## src/hw/rtl/pdm_pkg.sv

```systemverilog
// Shared widths, constants and types of the PWM duty meter.
`timescale 1ns / 1ps

package pdm_pkg;

   // Tick counter width and its saturation value
   localparam int COUNT_WIDTH = 32;
   localparam logic [COUNT_WIDTH-1:0] COUNT_MAX = {COUNT_WIDTH{1'b1}};

   // Reported tick fields are 32 bits wide
   localparam int OUT_WIDTH = 32;

   // Prescaler
   localparam int SHIFT_WIDTH = 3;
   localparam int PRESCALE_WIDTH = 7;
   localparam logic [SHIFT_WIDTH-1:0] SHIFT_RESET = 3'd6;

   // Duty and segment fields
   localparam int DUTY_WIDTH = 7;
   localparam int SEG_WIDTH = 8;

   // Stream payload widths
   localparam int REQ_DATA_WIDTH = 8;
   localparam int RSP_DATA_WIDTH = 88;

   // One captured measurement handed from the front end to the divider
   typedef struct packed {
      logic [COUNT_WIDTH-1:0] low_width;
      logic [COUNT_WIDTH-1:0] period;
      logic                   saturated;
   } pdm_meas_type;

   // One finished result
   typedef struct packed {
      logic                  overrange;
      logic [OUT_WIDTH-1:0]  period_ticks;
      logic [OUT_WIDTH-1:0]  low_ticks;
      logic [SEG_WIDTH-1:0]  ones_segments;
      logic [SEG_WIDTH-1:0]  tens_segments;
      logic [DUTY_WIDTH-1:0] duty_percent;
   } pdm_result_type;

endpackage

```

## src/hw/rtl/pdm_capture.sv

```systemverilog
// Capture front end: prescaler, saturating tick counter and edge capture.
`timescale 1ns / 1ps

module pdm_capture (
   input  logic                         clock,
   input  logic                         reset,
   input  logic                         csr_wr_en,
   input  logic [pdm_pkg::SHIFT_WIDTH-1:0] csr_wr_data,
   input  logic                         sample_valid,
   input  logic                         sample_level,
   output logic                         meas_valid,
   output pdm_pkg::pdm_meas_type        meas
);
   import pdm_pkg::*;

   typedef enum logic [1:0] {
      PH_WAIT_FALL,
      PH_LOW,
      PH_HIGH
   } phase_type;

   phase_type                 phase_ff, phase_in;
   logic [SHIFT_WIDTH-1:0]    shift_ff;
   logic [PRESCALE_WIDTH-1:0] presc_ff, presc_in;
   logic [COUNT_WIDTH-1:0]    tick_ff, tick_in;
   logic [COUNT_WIDTH-1:0]    first_ff, first_in;
   logic [COUNT_WIDTH-1:0]    low_ff, low_in;
   logic                      prev_ff, prev_in;
   logic                      sat_ff, sat_in;

   logic                      falling;
   logic                      rising;
   logic                      advance;
   logic [COUNT_WIDTH-1:0]    delta;
   logic [PRESCALE_WIDTH:0]   limit_wide;
   logic [PRESCALE_WIDTH-1:0] limit;

   assign falling    = prev_ff & ~sample_level;
   assign rising     = ~prev_ff & sample_level;
   assign delta      = tick_ff - first_ff;
   assign limit_wide = ({{PRESCALE_WIDTH{1'b0}}, 1'b1} << shift_ff) - 1'b1;
   assign limit      = limit_wide[PRESCALE_WIDTH-1:0];

   // Step the phase machine and the counters once per accepted beat
   always_comb begin
      phase_in   = phase_ff;
      presc_in   = presc_ff;
      tick_in    = tick_ff;
      first_in   = first_ff;
      low_in     = low_ff;
      prev_in    = prev_ff;
      sat_in     = sat_ff;
      meas_valid = 1'b0;
      advance    = 1'b0;
      if (sample_valid) begin
         prev_in = sample_level;
         advance = 1'b1;
         case (phase_ff)
            PH_WAIT_FALL: begin
               if (falling) begin
                  first_in = tick_ff;
                  phase_in = PH_LOW;
               end
            end
            PH_LOW: begin
               if (rising) begin
                  low_in   = delta;
                  phase_in = PH_HIGH;
               end
            end
            PH_HIGH: begin
               // Second falling edge closes the measurement and restarts counting
               if (falling) begin
                  meas_valid = 1'b1;
                  phase_in   = PH_WAIT_FALL;
                  advance    = 1'b0;
                  tick_in    = '0;
                  presc_in   = '0;
                  sat_in     = 1'b0;
               end
            end
            default: begin
               phase_in = PH_WAIT_FALL;
            end
         endcase
         // Prescaled tick: saturate at the top and flag it
         if (advance) begin
            if (presc_ff >= limit) begin
               presc_in = '0;
               if (tick_ff == COUNT_MAX) begin
                  sat_in = 1'b1;
               end else begin
                  tick_in = tick_ff + 1'b1;
               end
            end else begin
               presc_in = presc_ff + 1'b1;
            end
         end
      end
   end

   assign meas.low_width = low_ff;
   assign meas.period    = delta;
   assign meas.saturated = sat_ff;

   always_ff @(posedge clock) begin
      if (reset) begin
         phase_ff <= PH_WAIT_FALL;
         shift_ff <= SHIFT_RESET;
         presc_ff <= '0;
         tick_ff  <= '0;
         first_ff <= '0;
         low_ff   <= '0;
         prev_ff  <= 1'b1;
         sat_ff   <= 1'b0;
      end else begin
         phase_ff <= phase_in;
         presc_ff <= presc_in;
         tick_ff  <= tick_in;
         first_ff <= first_in;
         low_ff   <= low_in;
         prev_ff  <= prev_in;
         sat_ff   <= sat_in;
         if (csr_wr_en) begin
            shift_ff <= csr_wr_data;
         end
      end
   end

endmodule

```

## src/hw/rtl/pdm_divider.sv

```systemverilog
// Bit-serial duty divider with digit split and seven-segment encoding.
`timescale 1ns / 1ps

module pdm_divider (
   input  logic                   clock,
   input  logic                   reset,
   input  logic                   start,
   input  pdm_pkg::pdm_meas_type  meas,
   input  logic                   res_take,
   output logic                   busy,
   output logic                   res_valid,
   output pdm_pkg::pdm_result_type res
);
   import pdm_pkg::*;

   localparam int QUOT_WIDTH = DUTY_WIDTH;
   localparam int NUM_WIDTH  = COUNT_WIDTH + QUOT_WIDTH;
   localparam int EXT_WIDTH  = (COUNT_WIDTH > OUT_WIDTH) ? COUNT_WIDTH : OUT_WIDTH + 1;
   localparam int CNT_WIDTH  = $clog2(QUOT_WIDTH);
   localparam logic [CNT_WIDTH-1:0] LAST_BIT = CNT_WIDTH'(QUOT_WIDTH - 1);
   localparam logic [EXT_WIDTH-1:0] OUT_LIMIT = EXT_WIDTH'({OUT_WIDTH{1'b1}});

   localparam logic [SEG_WIDTH-1:0] SEG_FIRST [10] = '{
      8'h7E, 8'h30, 8'h6D, 8'h79, 8'h33, 8'h5B, 8'h5F, 8'h70, 8'h7F, 8'h7B
   };
   localparam logic [SEG_WIDTH-1:0] SEG_SECOND [10] = '{
      8'hBE, 8'h30, 8'hAD, 8'hB9, 8'h33, 8'h9B, 8'h9F, 8'hB0, 8'hBF, 8'hBB
   };

   typedef enum logic [1:0] {
      ST_IDLE,
      ST_RUN,
      ST_DONE
   } state_type;

   // Tens digit of a value below 100: count the decade thresholds passed
   function automatic logic [3:0] tens_of(input logic [DUTY_WIDTH-1:0] value);
      logic [3:0] digit;
      digit = 4'd0;
      for (int k = 1; k < 10; k++) begin
         if (value >= DUTY_WIDTH'(10 * k)) begin
            digit = digit + 4'd1;
         end
      end
      return digit;
   endfunction

   // Clamp a tick count to the reported field width
   function automatic logic [OUT_WIDTH:0] clamp_out(input logic [COUNT_WIDTH-1:0] value);
      logic [EXT_WIDTH-1:0] ext;
      ext = EXT_WIDTH'(value);
      if (ext > OUT_LIMIT) begin
         return {1'b1, {OUT_WIDTH{1'b1}}};
      end
      return {1'b0, ext[OUT_WIDTH-1:0]};
   endfunction

   state_type              state_ff, state_in;
   logic [NUM_WIDTH-1:0]   rem_ff, rem_in;
   logic [NUM_WIDTH-1:0]   dvs_ff, dvs_in;
   logic [QUOT_WIDTH-1:0]  quot_ff, quot_in;
   logic [CNT_WIDTH-1:0]   cnt_ff, cnt_in;
   logic                   zero_ff, zero_in;
   logic [DUTY_WIDTH-1:0]  duty_ff, duty_in;
   logic [OUT_WIDTH-1:0]   low_ff, low_in;
   logic [OUT_WIDTH-1:0]   per_ff, per_in;
   logic                   over_ff, over_in;

   logic [NUM_WIDTH-1:0]   low_ext;
   logic [NUM_WIDTH-1:0]   numer;
   logic [OUT_WIDTH:0]     low_clamp;
   logic [OUT_WIDTH:0]     per_clamp;
   logic                   fits;
   logic [QUOT_WIDTH-1:0]  quot_next;
   logic [3:0]             tens;
   logic [DUTY_WIDTH-1:0]  ones_wide;
   logic [3:0]             ones;

   // Numerator 100 * low as shifted adds
   assign low_ext   = NUM_WIDTH'(meas.low_width);
   assign numer     = (low_ext << 6) + (low_ext << 5) + (low_ext << 2);
   assign low_clamp = clamp_out(meas.low_width);
   assign per_clamp = clamp_out(meas.period);

   // One quotient bit per cycle
   assign fits      = rem_ff >= dvs_ff;
   assign quot_next = {quot_ff[QUOT_WIDTH-2:0], fits};

   always_comb begin
      state_in = state_ff;
      rem_in   = rem_ff;
      dvs_in   = dvs_ff;
      quot_in  = quot_ff;
      cnt_in   = cnt_ff;
      zero_in  = zero_ff;
      duty_in  = duty_ff;
      low_in   = low_ff;
      per_in   = per_ff;
      over_in  = over_ff;
      case (state_ff)
         ST_IDLE: begin
            // Load the operands and the clamped tick fields
            if (start) begin
               state_in = ST_RUN;
               rem_in   = numer;
               dvs_in   = NUM_WIDTH'(meas.period) << (QUOT_WIDTH - 1);
               quot_in  = '0;
               cnt_in   = LAST_BIT;
               zero_in  = (meas.period == '0);
               low_in   = low_clamp[OUT_WIDTH-1:0];
               per_in   = per_clamp[OUT_WIDTH-1:0];
               over_in  = meas.saturated | low_clamp[OUT_WIDTH] | per_clamp[OUT_WIDTH];
            end
         end
         ST_RUN: begin
            if (fits) begin
               rem_in = rem_ff - dvs_ff;
            end
            dvs_in  = dvs_ff >> 1;
            quot_in = quot_next;
            cnt_in  = cnt_ff - 1'b1;
            // Last bit: turn the quotient into the clamped duty
            if (cnt_ff == '0) begin
               state_in = ST_DONE;
               if (zero_ff || quot_next >= DUTY_WIDTH'(100)) begin
                  duty_in = '0;
               end else if (quot_next == '0) begin
                  duty_in = DUTY_WIDTH'(99);
               end else begin
                  duty_in = DUTY_WIDTH'(100) - quot_next;
               end
            end
         end
         ST_DONE: begin
            if (res_take) begin
               state_in = ST_IDLE;
            end
         end
         default: begin
            state_in = ST_IDLE;
         end
      endcase
   end

   // Split the duty into digits and encode them
   assign tens      = tens_of(duty_ff);
   assign ones_wide = duty_ff - DUTY_WIDTH'({tens, 3'b000} + {2'b00, tens, 1'b0});
   assign ones      = ones_wide[3:0];

   assign busy      = (state_ff != ST_IDLE);
   assign res_valid = (state_ff == ST_DONE);

   assign res.duty_percent  = duty_ff;
   assign res.tens_segments = SEG_FIRST[tens];
   assign res.ones_segments = SEG_SECOND[ones];
   assign res.low_ticks     = low_ff;
   assign res.period_ticks  = per_ff;
   assign res.overrange     = over_ff;

   always_ff @(posedge clock) begin
      if (reset) begin
         state_ff <= ST_IDLE;
      end else begin
         state_ff <= state_in;
      end
      rem_ff  <= rem_in;
      dvs_ff  <= dvs_in;
      quot_ff <= quot_in;
      cnt_ff  <= cnt_in;
      zero_ff <= zero_in;
      duty_ff <= duty_in;
      low_ff  <= low_in;
      per_ff  <= per_in;
      over_ff <= over_in;
   end

endmodule

```

## src/hw/rtl/pwm_duty_meter_seven_segment.sv

```systemverilog
// PWM duty meter top level: capture front end, serial divider, output register.
// A closing falling edge starts the divider; results leave via the output register.
// Throughput: one sample beat per cycle; after a closing edge req_tready stays
// low while the 7-step serial divider runs and until rsp can take its result.
// Reset: synchronous, active high; shift returns to 6, counters and phase clear.
// A result waiting on rsp does not block sampling until the next result is due.
`timescale 1ns / 1ps

module pwm_duty_meter_seven_segment (
   input  logic                                clock,
   input  logic                                reset,
   // Sample channel
   input  logic                                req_tvalid,
   output logic                                req_tready,
   input  logic [pdm_pkg::REQ_DATA_WIDTH-1:0]  req_tdata,  // [0] signal_level
   // Result channel
   output logic                                rsp_tvalid,
   input  logic                                rsp_tready,
   // [6:0] duty_percent, [14:7] tens_segments, [22:15] ones_segments,
   // [54:23] low_ticks, [86:55] period_ticks, [87] zero
   output logic [pdm_pkg::RSP_DATA_WIDTH-1:0]  rsp_tdata,
   output logic                                rsp_tuser,  // [0] overrange
   // Configuration
   input  logic                                csr_wr_en,
   input  logic [pdm_pkg::SHIFT_WIDTH-1:0]     csr_wr_data  // prescale_shift
);
   import pdm_pkg::*;

   localparam int PAYLOAD_WIDTH = DUTY_WIDTH + 2 * SEG_WIDTH + 2 * OUT_WIDTH;

   logic           sample_valid;
   logic           meas_valid;
   pdm_meas_type   meas;
   logic           div_busy;
   logic           res_valid;
   logic           res_take;
   pdm_result_type res;

   logic                      rsp_valid_ff;
   logic [RSP_DATA_WIDTH-1:0] rsp_data_ff;
   logic                      rsp_user_ff;

   // Hold samples while the divider owns a measurement
   assign req_tready   = ~div_busy;
   assign sample_valid = req_tvalid & req_tready;

   pdm_capture u_capture (
      .clock        (clock),
      .reset        (reset),
      .csr_wr_en    (csr_wr_en),
      .csr_wr_data  (csr_wr_data),
      .sample_valid (sample_valid),
      .sample_level (req_tdata[0]),
      .meas_valid   (meas_valid),
      .meas         (meas)
   );

   pdm_divider u_divider (
      .clock     (clock),
      .reset     (reset),
      .start     (meas_valid),
      .meas      (meas),
      .res_take  (res_take),
      .busy      (div_busy),
      .res_valid (res_valid),
      .res       (res)
   );

   // Move a finished result into the output register when it is free
   assign res_take = res_valid & (~rsp_valid_ff | rsp_tready);

   always_ff @(posedge clock) begin
      if (reset) begin
         rsp_valid_ff <= 1'b0;
      end else if (res_take) begin
         rsp_valid_ff <= 1'b1;
      end else if (rsp_tready) begin
         rsp_valid_ff <= 1'b0;
      end
      if (res_take) begin
         rsp_data_ff <= RSP_DATA_WIDTH'({res.period_ticks, res.low_ticks, res.ones_segments,
                                         res.tens_segments, res.duty_percent});
         rsp_user_ff <= res.overrange;
      end
   end

   assign rsp_tvalid = rsp_valid_ff;
   assign rsp_tdata  = rsp_data_ff;
   assign rsp_tuser  = rsp_user_ff;

   if (PAYLOAD_WIDTH > RSP_DATA_WIDTH) begin : g_width_check
      $error("result payload does not fit rsp_tdata");
   end

endmodule

```

## config.mk

```make
export PLATFORM = sky130hd
export DESIGN_NAME = pwm_duty_meter_seven_segment
export DESIGN_NICKNAME = d
export VERILOG_FILES = /design/src/hw/rtl/pdm_pkg.sv /design/src/hw/rtl/pdm_capture.sv /design/src/hw/rtl/pdm_divider.sv /design/src/hw/rtl/pwm_duty_meter_seven_segment.sv
export SDC_FILE = /design/constraint.sdc
export NUM_CORES = 1
export LEC_CHECK = 0
export BUFFER_PORTS_ARGS = -buffer_cell sky130_fd_sc_hd__buf_2
export CORE_MARGIN = 3
export CORE_UTILIZATION = 31
export CTS_BUF_LIST = sky130_fd_sc_hd__clkbuf_4
export CTS_CLUSTER_SIZE = 10
export DETAILED_ROUTE_END_ITERATION = 10
export PLACE_DENSITY = 0.45
export SLEW_MARGIN = 20
export SYNTH_ARGS = -nofsm -noshare
export SYNTH_HDL_FRONTEND = slang
export SYNTH_SLANG_ARGS = --single-unit
export TNS_END_PERCENT = 10
```

## constraint.sdc

```tcl
create_clock -name clock -period 8.3 [get_ports clock]
set_input_delay 1.66 -clock clock [delete_from_list [all_inputs] [get_ports clock]]
set_output_delay 1.66 -clock clock [all_outputs]
set_load 0.05 [all_outputs]
```

# ---- Yosys cells after proc, flatten, opt, wreduce, memory -nomap -nowiden
# Memory sizes are Yosys's and may differ from the RTL's. A register that Yosys moved wholly into a read port is not among the register bits.
# Index checks and enable logic that the tools add are counted.
dict set report totals {
  regBits 361
  mem_bits_ro 256
  n_memories 2
}
# name depth word_bits read_ports rd_clocked_by_memory_dff wr line
set memory_table {}
lappend memory_table {{(name not given)} 16 8 1 1 0 pdm_divider.sv:154} ;# assign res.tens_segments = SEG_FIRST[tens];
lappend memory_table {{(name not given)} 16 8 1 1 0 pdm_divider.sv:155} ;# assign res.ones_segments = SEG_SECOND[ones];
dict set report classes {
  n_addsub 19
  magnitude_cmp 14
  eq_ne 12
  shifts 1
  n_mux 53
  n_bitwise 11
  reduce_logical 21
}
# cell n
set op_table {}
lappend op_table {{2-to-1 mux 32 bit} 5}
lappend op_table {{one-hot mux 39 bit (2 select lines)} 2}
lappend op_table {{2-to-1 mux 39 bit} 3}
lappend op_table {{adder 38 x 37 -> 39 bit} 1}
lappend op_table {{adder 39 x 34 -> 39 bit} 1}
lappend op_table {{>= comparator 39 bit} 1}
lappend op_table {{subtractor 39 bit} 1}
lappend op_table {{2-to-1 mux 7 bit} 5}
lappend op_table {{adder 32 x 1 -> 32 bit (second input constant)} 1}
lappend op_table {{adder 4 x 1 -> 4 bit (second input constant)} 8}
lappend op_table {{equality test 32 bit (second input constant)} 1}
lappend op_table {{zero test 32 bit} 1}
lappend op_table {{2-to-1 mux 4 bit} 8}
lappend op_table {{2-to-1 mux 8 bit} 4}
lappend op_table {{subtractor 32 bit} 1}
lappend op_table {{>= comparator 7 bit (second input constant)} 4}
lappend op_table {{>= comparator 7 x 6 -> 1 bit (second input constant)} 3}
lappend op_table {{AND reduction 3 bit} 5}
lappend op_table {{>= comparator 7 x 5 -> 1 bit (second input constant)} 2}
lappend op_table {{2-to-1 mux 1 bit} 14}
lappend op_table {{2-to-1 mux 2 bit} 6}
lappend op_table {{!= test 2 x 1 -> 1 bit (second input constant)} 6}
lappend op_table {{one-hot mux 2 bit (3 select lines)} 2}
lappend op_table {{one-hot mux 6 bit (2 select lines)} 1}
lappend op_table {{28 further kinds} 45}

# ---- Logic depth before layout (Yosys ltp)
# Gate-level depths: netlist of run 1.
dict set report logic_depth {
  word_depth 24
  ltp_mapped 29
  ltp_nobuf 28
}

# ---- Hierarchy
# A second synthesis of run 1 with hierarchy kept.
dict set report hier_totals {
  cells_unflattened 2088
  hier_area_um2 20792.4
}
# module n_inst cells_per_inst area_per_inst_um2
set modules_own_cells {}
lappend modules_own_cells {pdm_divider 1 1093 11362.1}
lappend modules_own_cells {pdm_capture 1 898 6711.4}
lappend modules_own_cells {pwm_duty_meter_seven_segment 1 97 2718.9}

# ---- Worst setup path before layout of run 1
# OpenSTA, ideal clock, no wires.
dict set report synth_timing {
  path_type {input to register}
  startpoint {input rsp_tready}
  endpoint {register rsp_data_ff[0], in the netlist rsp_tdata[0], enable pin}
  setup_time_ns 0.541
  t_arrival_ns 5.602
  required_ns 7.759
  path_slack_ns 2.157
  stages 2
  n_path_buf 0
  cell_sequence {nand2b_1 nor2b_1}
}
dict set report synth_via {
  elab_chain_len 2
}
# item line
set synth_lines {}
lappend synth_lines {{start: declaration} pwm_duty_meter_seven_segment.sv:18} ;# input logic rsp_tready,
lappend synth_lines {{OR 1 bit} pwm_duty_meter_seven_segment.sv:70} ;# assign res_take = res_valid & (~rsp_valid_ff | rsp_tready);
lappend synth_lines {{bitwise AND 1 bit} pwm_duty_meter_seven_segment.sv:70}
lappend synth_lines {{named net res_take} pwm_duty_meter_seven_segment.sv:36} ;# logic res_take;
lappend synth_lines {{end signal: assignment} pwm_duty_meter_seven_segment.sv:81} ;# rsp_data_ff <= RSP_DATA_WIDTH'({res.period_ticks, res.low_ticks, res.ones_segments,
lappend synth_lines {{end: declaration} pwm_duty_meter_seven_segment.sv:40} ;# logic [RSP_DATA_WIDTH-1:0] rsp_data_ff;
# The timed path passes the listed nets, and every way through them passes these cells.
# A chain may end at the register's enable or synchronous reset.

# ---- Final worst setup path of run 1
dict set report layout_timing {
  startpoint {register u_divider.duty_ff[5]}
  endpoint {register rsp_data_ff[17], in the netlist rsp_tdata[17] (data pin)}
}
dict set report layout_via {
  elab_chain_len 21
  word_cells_on_any_way 29
}
# item line
set layout_lines {}
lappend layout_lines {{start: declaration} pdm_divider.sv:64} ;# logic [DUTY_WIDTH-1:0] duty_ff, duty_in;
lappend layout_lines {{start signal: assignment} pdm_divider.sv:171} ;# duty_ff <= duty_in;
lappend layout_lines {{>= comparator 7 x 4 -> 1 bit} pdm_divider.sv:41} ;# if (value >= DUTY_WIDTH'(10 * k)) begin
lappend layout_lines {{2-to-1 mux 1 bit} pdm_divider.sv:41}
lappend layout_lines {{adder 4 x 1 -> 4 bit} pdm_divider.sv:42} ;# digit = digit + 4'd1;
lappend layout_lines {{2-to-1 mux 4 bit} pdm_divider.sv:41}
lappend layout_lines {{adder 4 x 1 -> 4 bit} pdm_divider.sv:42}
lappend layout_lines {{2-to-1 mux 4 bit} pdm_divider.sv:41}
lappend layout_lines {{adder 4 x 1 -> 4 bit} pdm_divider.sv:42}
lappend layout_lines {{2-to-1 mux 4 bit} pdm_divider.sv:41}
lappend layout_lines {{(+5 left out)} --}
lappend layout_lines {{2-to-1 mux 4 bit} pdm_divider.sv:41}
lappend layout_lines {{adder 4 x 1 -> 4 bit} pdm_divider.sv:42}
lappend layout_lines {{2-to-1 mux 4 bit} pdm_divider.sv:41}
lappend layout_lines {{adder 4 x 1 -> 4 bit} pdm_divider.sv:42}
lappend layout_lines {{2-to-1 mux 4 bit *} pdm_divider.sv:41}
lappend layout_lines {{adder 4 bit *} pdm_divider.sv:147} ;# assign ones_wide = duty_ff - DUTY_WIDTH'({tens, 3'b000} + {2'b00, tens, 1'b0});
lappend layout_lines {{subtractor 4 bit *} pdm_divider.sv:147}
lappend layout_lines {{NOT 4 -> 5 bit (not written as such) *} pdm_divider.sv:155}
# Every way passes the cells marked *; elsewhere a longest branch is shown, timed or not.

==> impl_metrics.json, run 1 <==
{
  "synth-xor-area-share_pct": 6.54,
  "r2r-end": "rsp_tdata[17]",
  "finish.net_count": 2318,
  "antenna_found_initial": 2,
  "synth_seq_cells": 358,
  "power.leakage_uw": 0.00924,
  "worstPathRequired_ns": 8.87,
  "synth_top_family_by_area": "compound AO/OA/AOI/OAI gates",
  "die_y_um": 260,
  "slew_viol_final": 0,
  "status": "finished, final reports clean",
  "yosysSeqAreaShare_pct": 48.2,
  "clock_skew_ns": 0.0401,
  "critical_path_class": "flip-flop to flip-flop",
  "start_kind": "flip-flop",
  "vias": 14700,
  "hpwl_mm": 35.4,
  "swShare_pct": 23.2,
  "clock-root-buffer": "clkbuf_4",
  "clk_pin_slew_ns": 0.07,
  "drt-vias-per-instance": 4.80,
  "synth-simple-area-share_pct": 14.2,
  "wl_per_cell_um": 16.4,
  "reg2reg_from": "u_divider.duty_ff[5]",
  "grt-ovfl-total": 0,
  "finalPower_uw": 3590,
  "share_comb_of_total_power_pct": 1.7,
  "cp.arrival_ns": 7.06,
  "cpMaxStageDelayCell": "edfxtp_1",
  "avgSynthCellArea_um2": 10.1,
  "r2r_cells": 27,
  "period_share_pct": 78.3,
  "postPlaceCellArea_um2": 21400,
  "htree_levels": 3,
  "drive_gt1_share_pct": 13.6,
  "post-route-min-period_ns": 6.50,
  "synth_area_leader_cell": "edfxtp_1",
  "synth_fa_ha_area_share_pct": 12.0,
  "synth.top_cell.area_share_pct": 36.9,
  "drt-total-wl_mm": 50.4,
  "die_x_um": 260,
  "p_int_uw": 2760,
  "tns_ns": 0,
  "first_pass_iters": 5,
  "initial_core_util_pct": 31.5,
  "ctsResizeCount": 0,
  "synth_edf_count": 245,
  "muxShareOfSynthArea_pct": 0.464,
  "core_area_um2": 63400,
  "grt_max_degree": 103,
  "area_growth_pct": 13.8,
  "pwr-share-seq_pct": 52.7,
  "p_sw_uw": 834,
  "yosysWarningCount": 0,
  "place_congestion": 0.798,
  "fmax_mhz": 154,
  "finalSetupViolations": 0,
  "hold_buffers": 0,
  "rows": 92,
  "irDropWorstVdd_mv": 0.0787,
  "crit_path_frequent_cell": "ha_1",
  "hold_viol": 0,
  "synth_area_leaders": "edfxtp_1 37%, dfxtp_1 11%, ha_1 8.8%",
  "ant_nets": 0,
  "grt_use_total_pct": 15.2,
  "die_area_um2": 67400,
  "grt_pass1_vias": 15100,
  "stdcell_area_um2": 22700,
  "drc_errors": 0,
  "synth_compound_area_share_pct": 15.0,
  "relSlewSlack_pct": 30.4,
  "p_clk_share_pct": 45.7,
  "drt_iter0_drc": 801,
  "max_cap_viol_count": 0,
  "critical-path-max-stage-delay_ns": 0.62,
  "grt_pass1_wl_mm": 81.4,
  "cts_buffer_depth": 3,
  "hp-class": "flip-flop to flip-flop",
  "synth_ff_type": "edfxtp_1",
  "cts_buffers": 102,
  "portBuffers": 96,
  "synth-async-reset-ratio_pct": 0,
  "end_kind": "flip-flop",
  "hp-start": "u_divider.low_ff[0]",
  "reg2reg_slack_ns": 1.80,
  "cts.sink_count": 358,
  "holdPathEnd": "rsp_tdata[23]",
  "post_cts_buffers": 0,
  "p_per_area_nw_per_um2": 158,
  "insertion_delay_ns": 0.83,
  "synth_cell_types": 76,
  "ios": 107,
  "cp_max_fo": 17,
  "syn_area_um2": 20000,
  "hold_depth": 0,
  "worst_pin_slew_ns": 1.04,
  "cts_tree": "built",
  "rsz0062_at_grt": "false",
  "netlist_instances": 1984
}
## cell families (layout without fill, tap and decap cells)
family,Yosys count,after routing
AND/OR/NAND/NOR,619,619
AO/OA/AOI/OAI,487,487
flip-flops,358,358
buffers and inverters,189,422
adder cells (fa/ha/maj),172,172
XOR/XNOR,149,149
multiplexers,9,9
other,1,5
## registers in the layout, indices dropped and copies added (netlist names)
name / flops
rsp_tvalid: 1
u_divider.quot_ff: 6
u_divider.zero_ff: 1
u_capture.shift_ff: 3
u_capture.presc_ff: 7
u_divider.state_ff: 2
u_divider.duty_ff: 7
u_capture.sat_ff: 1
rsp_tdata: 85
u_divider.over_ff: 1
u_capture.low_ff: 32
u_capture.phase_ff: 2
u_divider.dvs_ff: 38
u_capture.prev_ff: 1
rsp_tuser: 1
u_capture.tick_ff: 32
u_divider.low_ff: 32
u_divider.cnt_ff: 3
u_capture.first_ff: 32
u_divider.per_ff: 32
u_divider.rem_ff: 39
## power by group through the flow
stage | registers [uW] | clock network, uW | logic (uW)
6_report | 1890 | 1640 | 59.5
5_1_grt | 1890 | 1820 | 67.6
4_1_cts | 1890 | 1730 | 60.3
3_5_place_dp | 1930 | 0 | 59.9
3_3_place_gp | 1930 | 0 | 59.1
2_1_floorplan | 1930 | 0 | 44.1
## layout by cell type (no fill, tap or decap), drive strengths merged, types with 18 or more instances in the layout
| cell type | n |
|---|---|
| nor2 | 140 |
| fa | 31 |
| dfxtp | 113 |
| nand2 | 267 |
| o21ai | 106 |
| nor3 | 25 |
| nand3 | 30 |
| nand4 | 28 |
| edfxtp | 245 |
| buf | 109 |
| clkbuf | 148 |
| inv | 123 |
| ha | 141 |
| nor2b | 22 |
| o21a | 18 |
| a21o | 63 |
| xnor2 | 83 |
| clkinv | 40 |
| xor2 | 66 |
| a21oi | 199 |
| nand2b | 22 |
| and3 | 22 |
## Yosys cell counts (all sizes together) (5+ instances only)
| master | count |
|---|---|
| a31oi | 9 |
| clkbuf | 63 |
| nor2b | 22 |
| nor2 | 140 |
| nand3 | 30 |
| nand4 | 28 |
| a21o | 63 |
| mux2i | 7 |
| a21oi | 199 |
| dfxtp | 113 |
| a211oi | 13 |
| inv | 120 |
| a311oi | 9 |
| o21a | 18 |
| o211ai | 8 |
| xnor2 | 83 |
| fa | 31 |
| o21bai | 9 |
| nor4 | 9 |
| or4 | 9 |
| or2 | 8 |
| and3 | 22 |
| nand2b | 22 |
| nor3 | 25 |
| ha | 141 |
| and4 | 5 |
| xor2 | 66 |
| and2 | 16 |
| nand2 | 267 |
| buf | 6 |
| o31ai | 7 |
| edfxtp | 245 |
| or3 | 8 |
| o21ai | 106 |
## worst max path at each step
stage	slack, ns	from	cells past startpoint	endpoint
floorplan	2.16	rsp_tready	2	rsp_tdata[0]
global placement	1.88	u_divider.duty_ff[5]	27	rsp_tdata[17]
detailed placement	1.79	u_divider.duty_ff[5]	27	rsp_tdata[17]
CTS	1.78	u_divider.duty_ff[5]	27	rsp_tdata[17]
global route	1.19	u_divider.duty_ff[6]	27	rsp_tdata[17]
finish	1.80	u_divider.duty_ff[5]	27	rsp_tdata[17]
## cell type report
cell class | count | area, um^2
Antenna cell | 2 | 5.00
Clock buffer | 148 | 1110
Clock inverter | 45 | 210
Fill cell | 6425 | 40700
Inverter | 120 | 450
Multi-Input combinational cell | 1439 | 9670
Sequential cell | 358 | 9620
Tap cell | 846 | 1060
Timing Repair Buffer | 109 | 578
## per-stage QoR
step	hold slack [ns]	setup WS (ns)	cells	utilization [%]
global route	0.418	1.19	3067	35.8
detailed placement	0.405	1.79	2872	33.7
CTS	0.410	1.78	3065	35.8
global placement	0.405	1.88	2872	33.7
floorplan	0.400	2.16	1986	-
finish	0.408	1.80	3067	35.8
## critical path: cells and delay by family, from the launching register on
| family | cells | cell delay (ns) |
|---|---|---|
| fa+ha+maj | 5 | 1.58 |
| compound gates | 7 | 1.49 |
| simple gates | 7 | 1.33 |
| xor+xnor | 4 | 0.82 |
| flops | 1 | 0.62 |
| mux | 2 | 0.23 |
| buf+inv | 2 | 0.15 |
## metal layers
metal / up-vias / part of all wire [%] / GRT usage (%)
met3: 78 / 3.8 / 2.68
met1: 6988 / 45 / 18.7
met4: 0 / 2.2 / 5.70
met5: - / 0 / 0
met2: 221 / 49 / 26.6
li1: 7428 / - / -
No activity file was read; power rests on OpenSTA's default activity.
==> run 2, diff against run 1 <==
ABC_AREA = 1   (was default)
clock period = 6 ns   (was 8.3 ns; I/O delays follow)
==> impl_metrics.json, run 2 <==
{
  "post-route-min-period_ns": 5.52,
  "initial_core_util_pct": 31.5,
  "die_x_um": 268,
  "postPlaceCellArea_um2": 22800,
  "ios": 107,
  "fin_util_pct": 36.0,
  "first_pass_iters": 5,
  "clock-root-buffer": "clkbuf_4",
  "grt_pass1_wl_mm": 97.0,
  "cts.sink_count": 358,
  "avgSynthCellArea_um2": 8.40,
  "vias": 18000,
  "rows": 95,
  "hpwl_mm": 45.5,
  "finalSetupViolations": 0,
  "grt_use_total_pct": 17.3,
  "synth_area_leader_cell": "edfxtp_1",
  "finish.net_count": 2900,
  "cpMaxStageDelayCell": "edfxtp_1",
  "syn_area_um2": 21300,
  "fmax_mhz": 181,
  "start_kind": "flip-flop",
  "highest-signal-layer": "met4",
  "grt_pass1_vias": 17500,
  "wl_per_cell_um": 16.8,
  "grt-ovfl-total": 0,
  "period_share_pct": 92.0,
  "htree_levels": 3,
  "yosys.cell_count.top_type": "nand2_1",
  "wl_met1_mm": 30.2,
  "p_per_area_nw_per_um2": 233,
  "synth_seq_cells": 358,
  "critical_path_class": "flip-flop to flip-flop",
  "layout_commonest_cell": "nand2_1",
  "clk_pin_slew_ns": 0.06,
  "synth-async-reset-ratio_pct": 0,
  "hp-class": "flip-flop to flip-flop",
  "max_cap_viol_count": 0,
  "synth_ff_type": "edfxtp_1",
  "drt-total-wl_mm": 61.9,
  "cp_max_fo": 6,
  "drive_gt1_share_pct": 12.2,
  "area_growth_pct": 14.3,
  "power.leakage_uw": 0.0109,
  "irDropWorstVdd_mv": 0.157,
  "hold_viol": 0,
  "drt-vias-per-instance": 4.89,
  "crit_path_frequent_cell": "nand2_1",
  "slew_viol_final": 0,
  "end_kind": "flip-flop",
  "synth.top_cell.area_share_pct": 34.6,
  "portBuffers": 96,
  "drt_iter0_drc": 1184,
  "antenna_found_initial": 4,
  "critical-path-max-stage-delay_ns": 0.50,
  "rsz0062_at_grt": "false",
  "synth_area_leaders": "edfxtp_1 35%, dfxtp_1 11%, nand2_1 8.9%",
  "worst_pin_slew_ns": 0.888,
  "core_area_um2": 67600,
  "drc_errors": 0,
  "stdcell_area_um2": 24300,
  "die_y_um": 268,
  "die_area_um2": 71800,
  "cts_buffer_depth": 3,
  "yosysWarningCount": 0,
  "yosys-top-cells-count": "503 x nand2_1, 371 x inv_1, 245 x edfxtp_1",
  "worstPathRequired_ns": 6.70,
  "synth_edf_count": 245,
  "ant_nets": 0,
  "largest_reg_flops": 85,
  "layout_common_cells": "501 x nand2_1, 371 x inv_1, 245 x edfxtp_1",
  "clock_skew_ns": 0.0348,
  "cp.arrival_ns": 6.22,
  "cts_tree": "built",
  "dr_wl_met2_mm": 27.0,
  "insertion_delay_ns": 0.85,
  "status": "finished, final reports clean",
  "netlist_instances": 2533,
  "relSlewSlack_pct": 40.5,
  "setup_ws_ns": 0.482,
  "cts_buffers": 102,
  "synth_cell_types": 49,
  "yosysSeqAreaShare_pct": 45.2,
  "post-place-ws_ns": 0.408,
  "fill_cells": 7076,
  "grt_max_degree": 64,
  "met3WireLength_mm": 3.49,
  "place_congestion": 0.832
}
run 2: repair_timing:
item / in CTS / in global routing
gates resized for setup: 0 / 2
endpoints found under the setup margin: 0 / 5
hold buffers: 0 / 0
buffers inserted: 0 / 11
hold endpoints to repair: 0 / 0
run 2: critical path: cells and delay by family (launching register included):
kind,cells,cell delay (ns)
AND/OR/NAND/NOR,19,2.39
adder cells (fa/ha/maj),5,1.45
flip-flops,1,0.50
buffers and inverters,7,0.45
AO/OA/AOI/OAI,3,0.59
run 2: final cells by class:
class	instances	area (um^2)	area share (%)
well taps	873	1090	4.49
repair buffers	123	683	2.81
clock inverters	30	169	0.694
multi-input cells	1751	10100	41.6
inverters	376	1410	5.80
diodes	5	12.5	0.0514
flip-flops and latches	358	9620	39.5
clock buffers	161	1210	4.97
run 2: cells by family after synthesis:
| family | count (synthesis) | synth area share (%) |
|---|---|---|
| muxes | 3 | 0.153 |
| xor gates and xnor gates | 65 | 2.67 |
| AOI/OAI and AO/OA | 564 | 14.6 |
| other | 1 | 0.0176 |
| and+or+nand+nor | 944 | 18.6 |
| DFF | 358 | 45.2 |
| buffers and inverters | 426 | 7.56 |
| adders and majority gates | 172 | 11.2 |
run 2: report_power, final:
part	total, uW	switching [uW]	internal, uW	leakage (uW)
Combinational	558	402	156	0.00699
Sequential	2700	21.4	2680	0.00305
Clock	2410	1110	1300	0.000825
Total	5660	1530	4130	0.0109
run 2: per-layer routing:
| layer | GRT usage (%) | up-vias |
|---|---|---|
| met5 | 0 | - |
| met4 | 4.98 | 0 |
| met2 | 27.0 | 470 |
| met1 | 24.1 | 8435 |
| met3 | 3.93 | 92 |
| li1 | - | 8981 |
run 2: path summary, 6_finish.rpt:
path / startpoint / endpoint / cells after the start / slack (ns)
worst max-delay path: u_divider.duty_ff[5] / rsp_tdata[22] / 34 / 0.48
worst min-delay path: u_divider.over_ff / rsp_tuser / 0 / 0.41
worst max register to register: u_divider.duty_ff[5] / rsp_tdata[22] / 34 / 0.48
worst min register to register: u_divider.over_ff / rsp_tuser / 0 / 0.41
run 2: stage by stage:
step	power, uW	TNS, ns	hold slack (ns)	cells
floorplan	3120	-35.74	0.400	2535
global placement	3310	0	0.402	3470
detailed placement	3310	0	0.405	3470
CTS	5790	0	0.417	3661
global route	5990	0	0.424	3677
finish	5660	0	0.415	3677
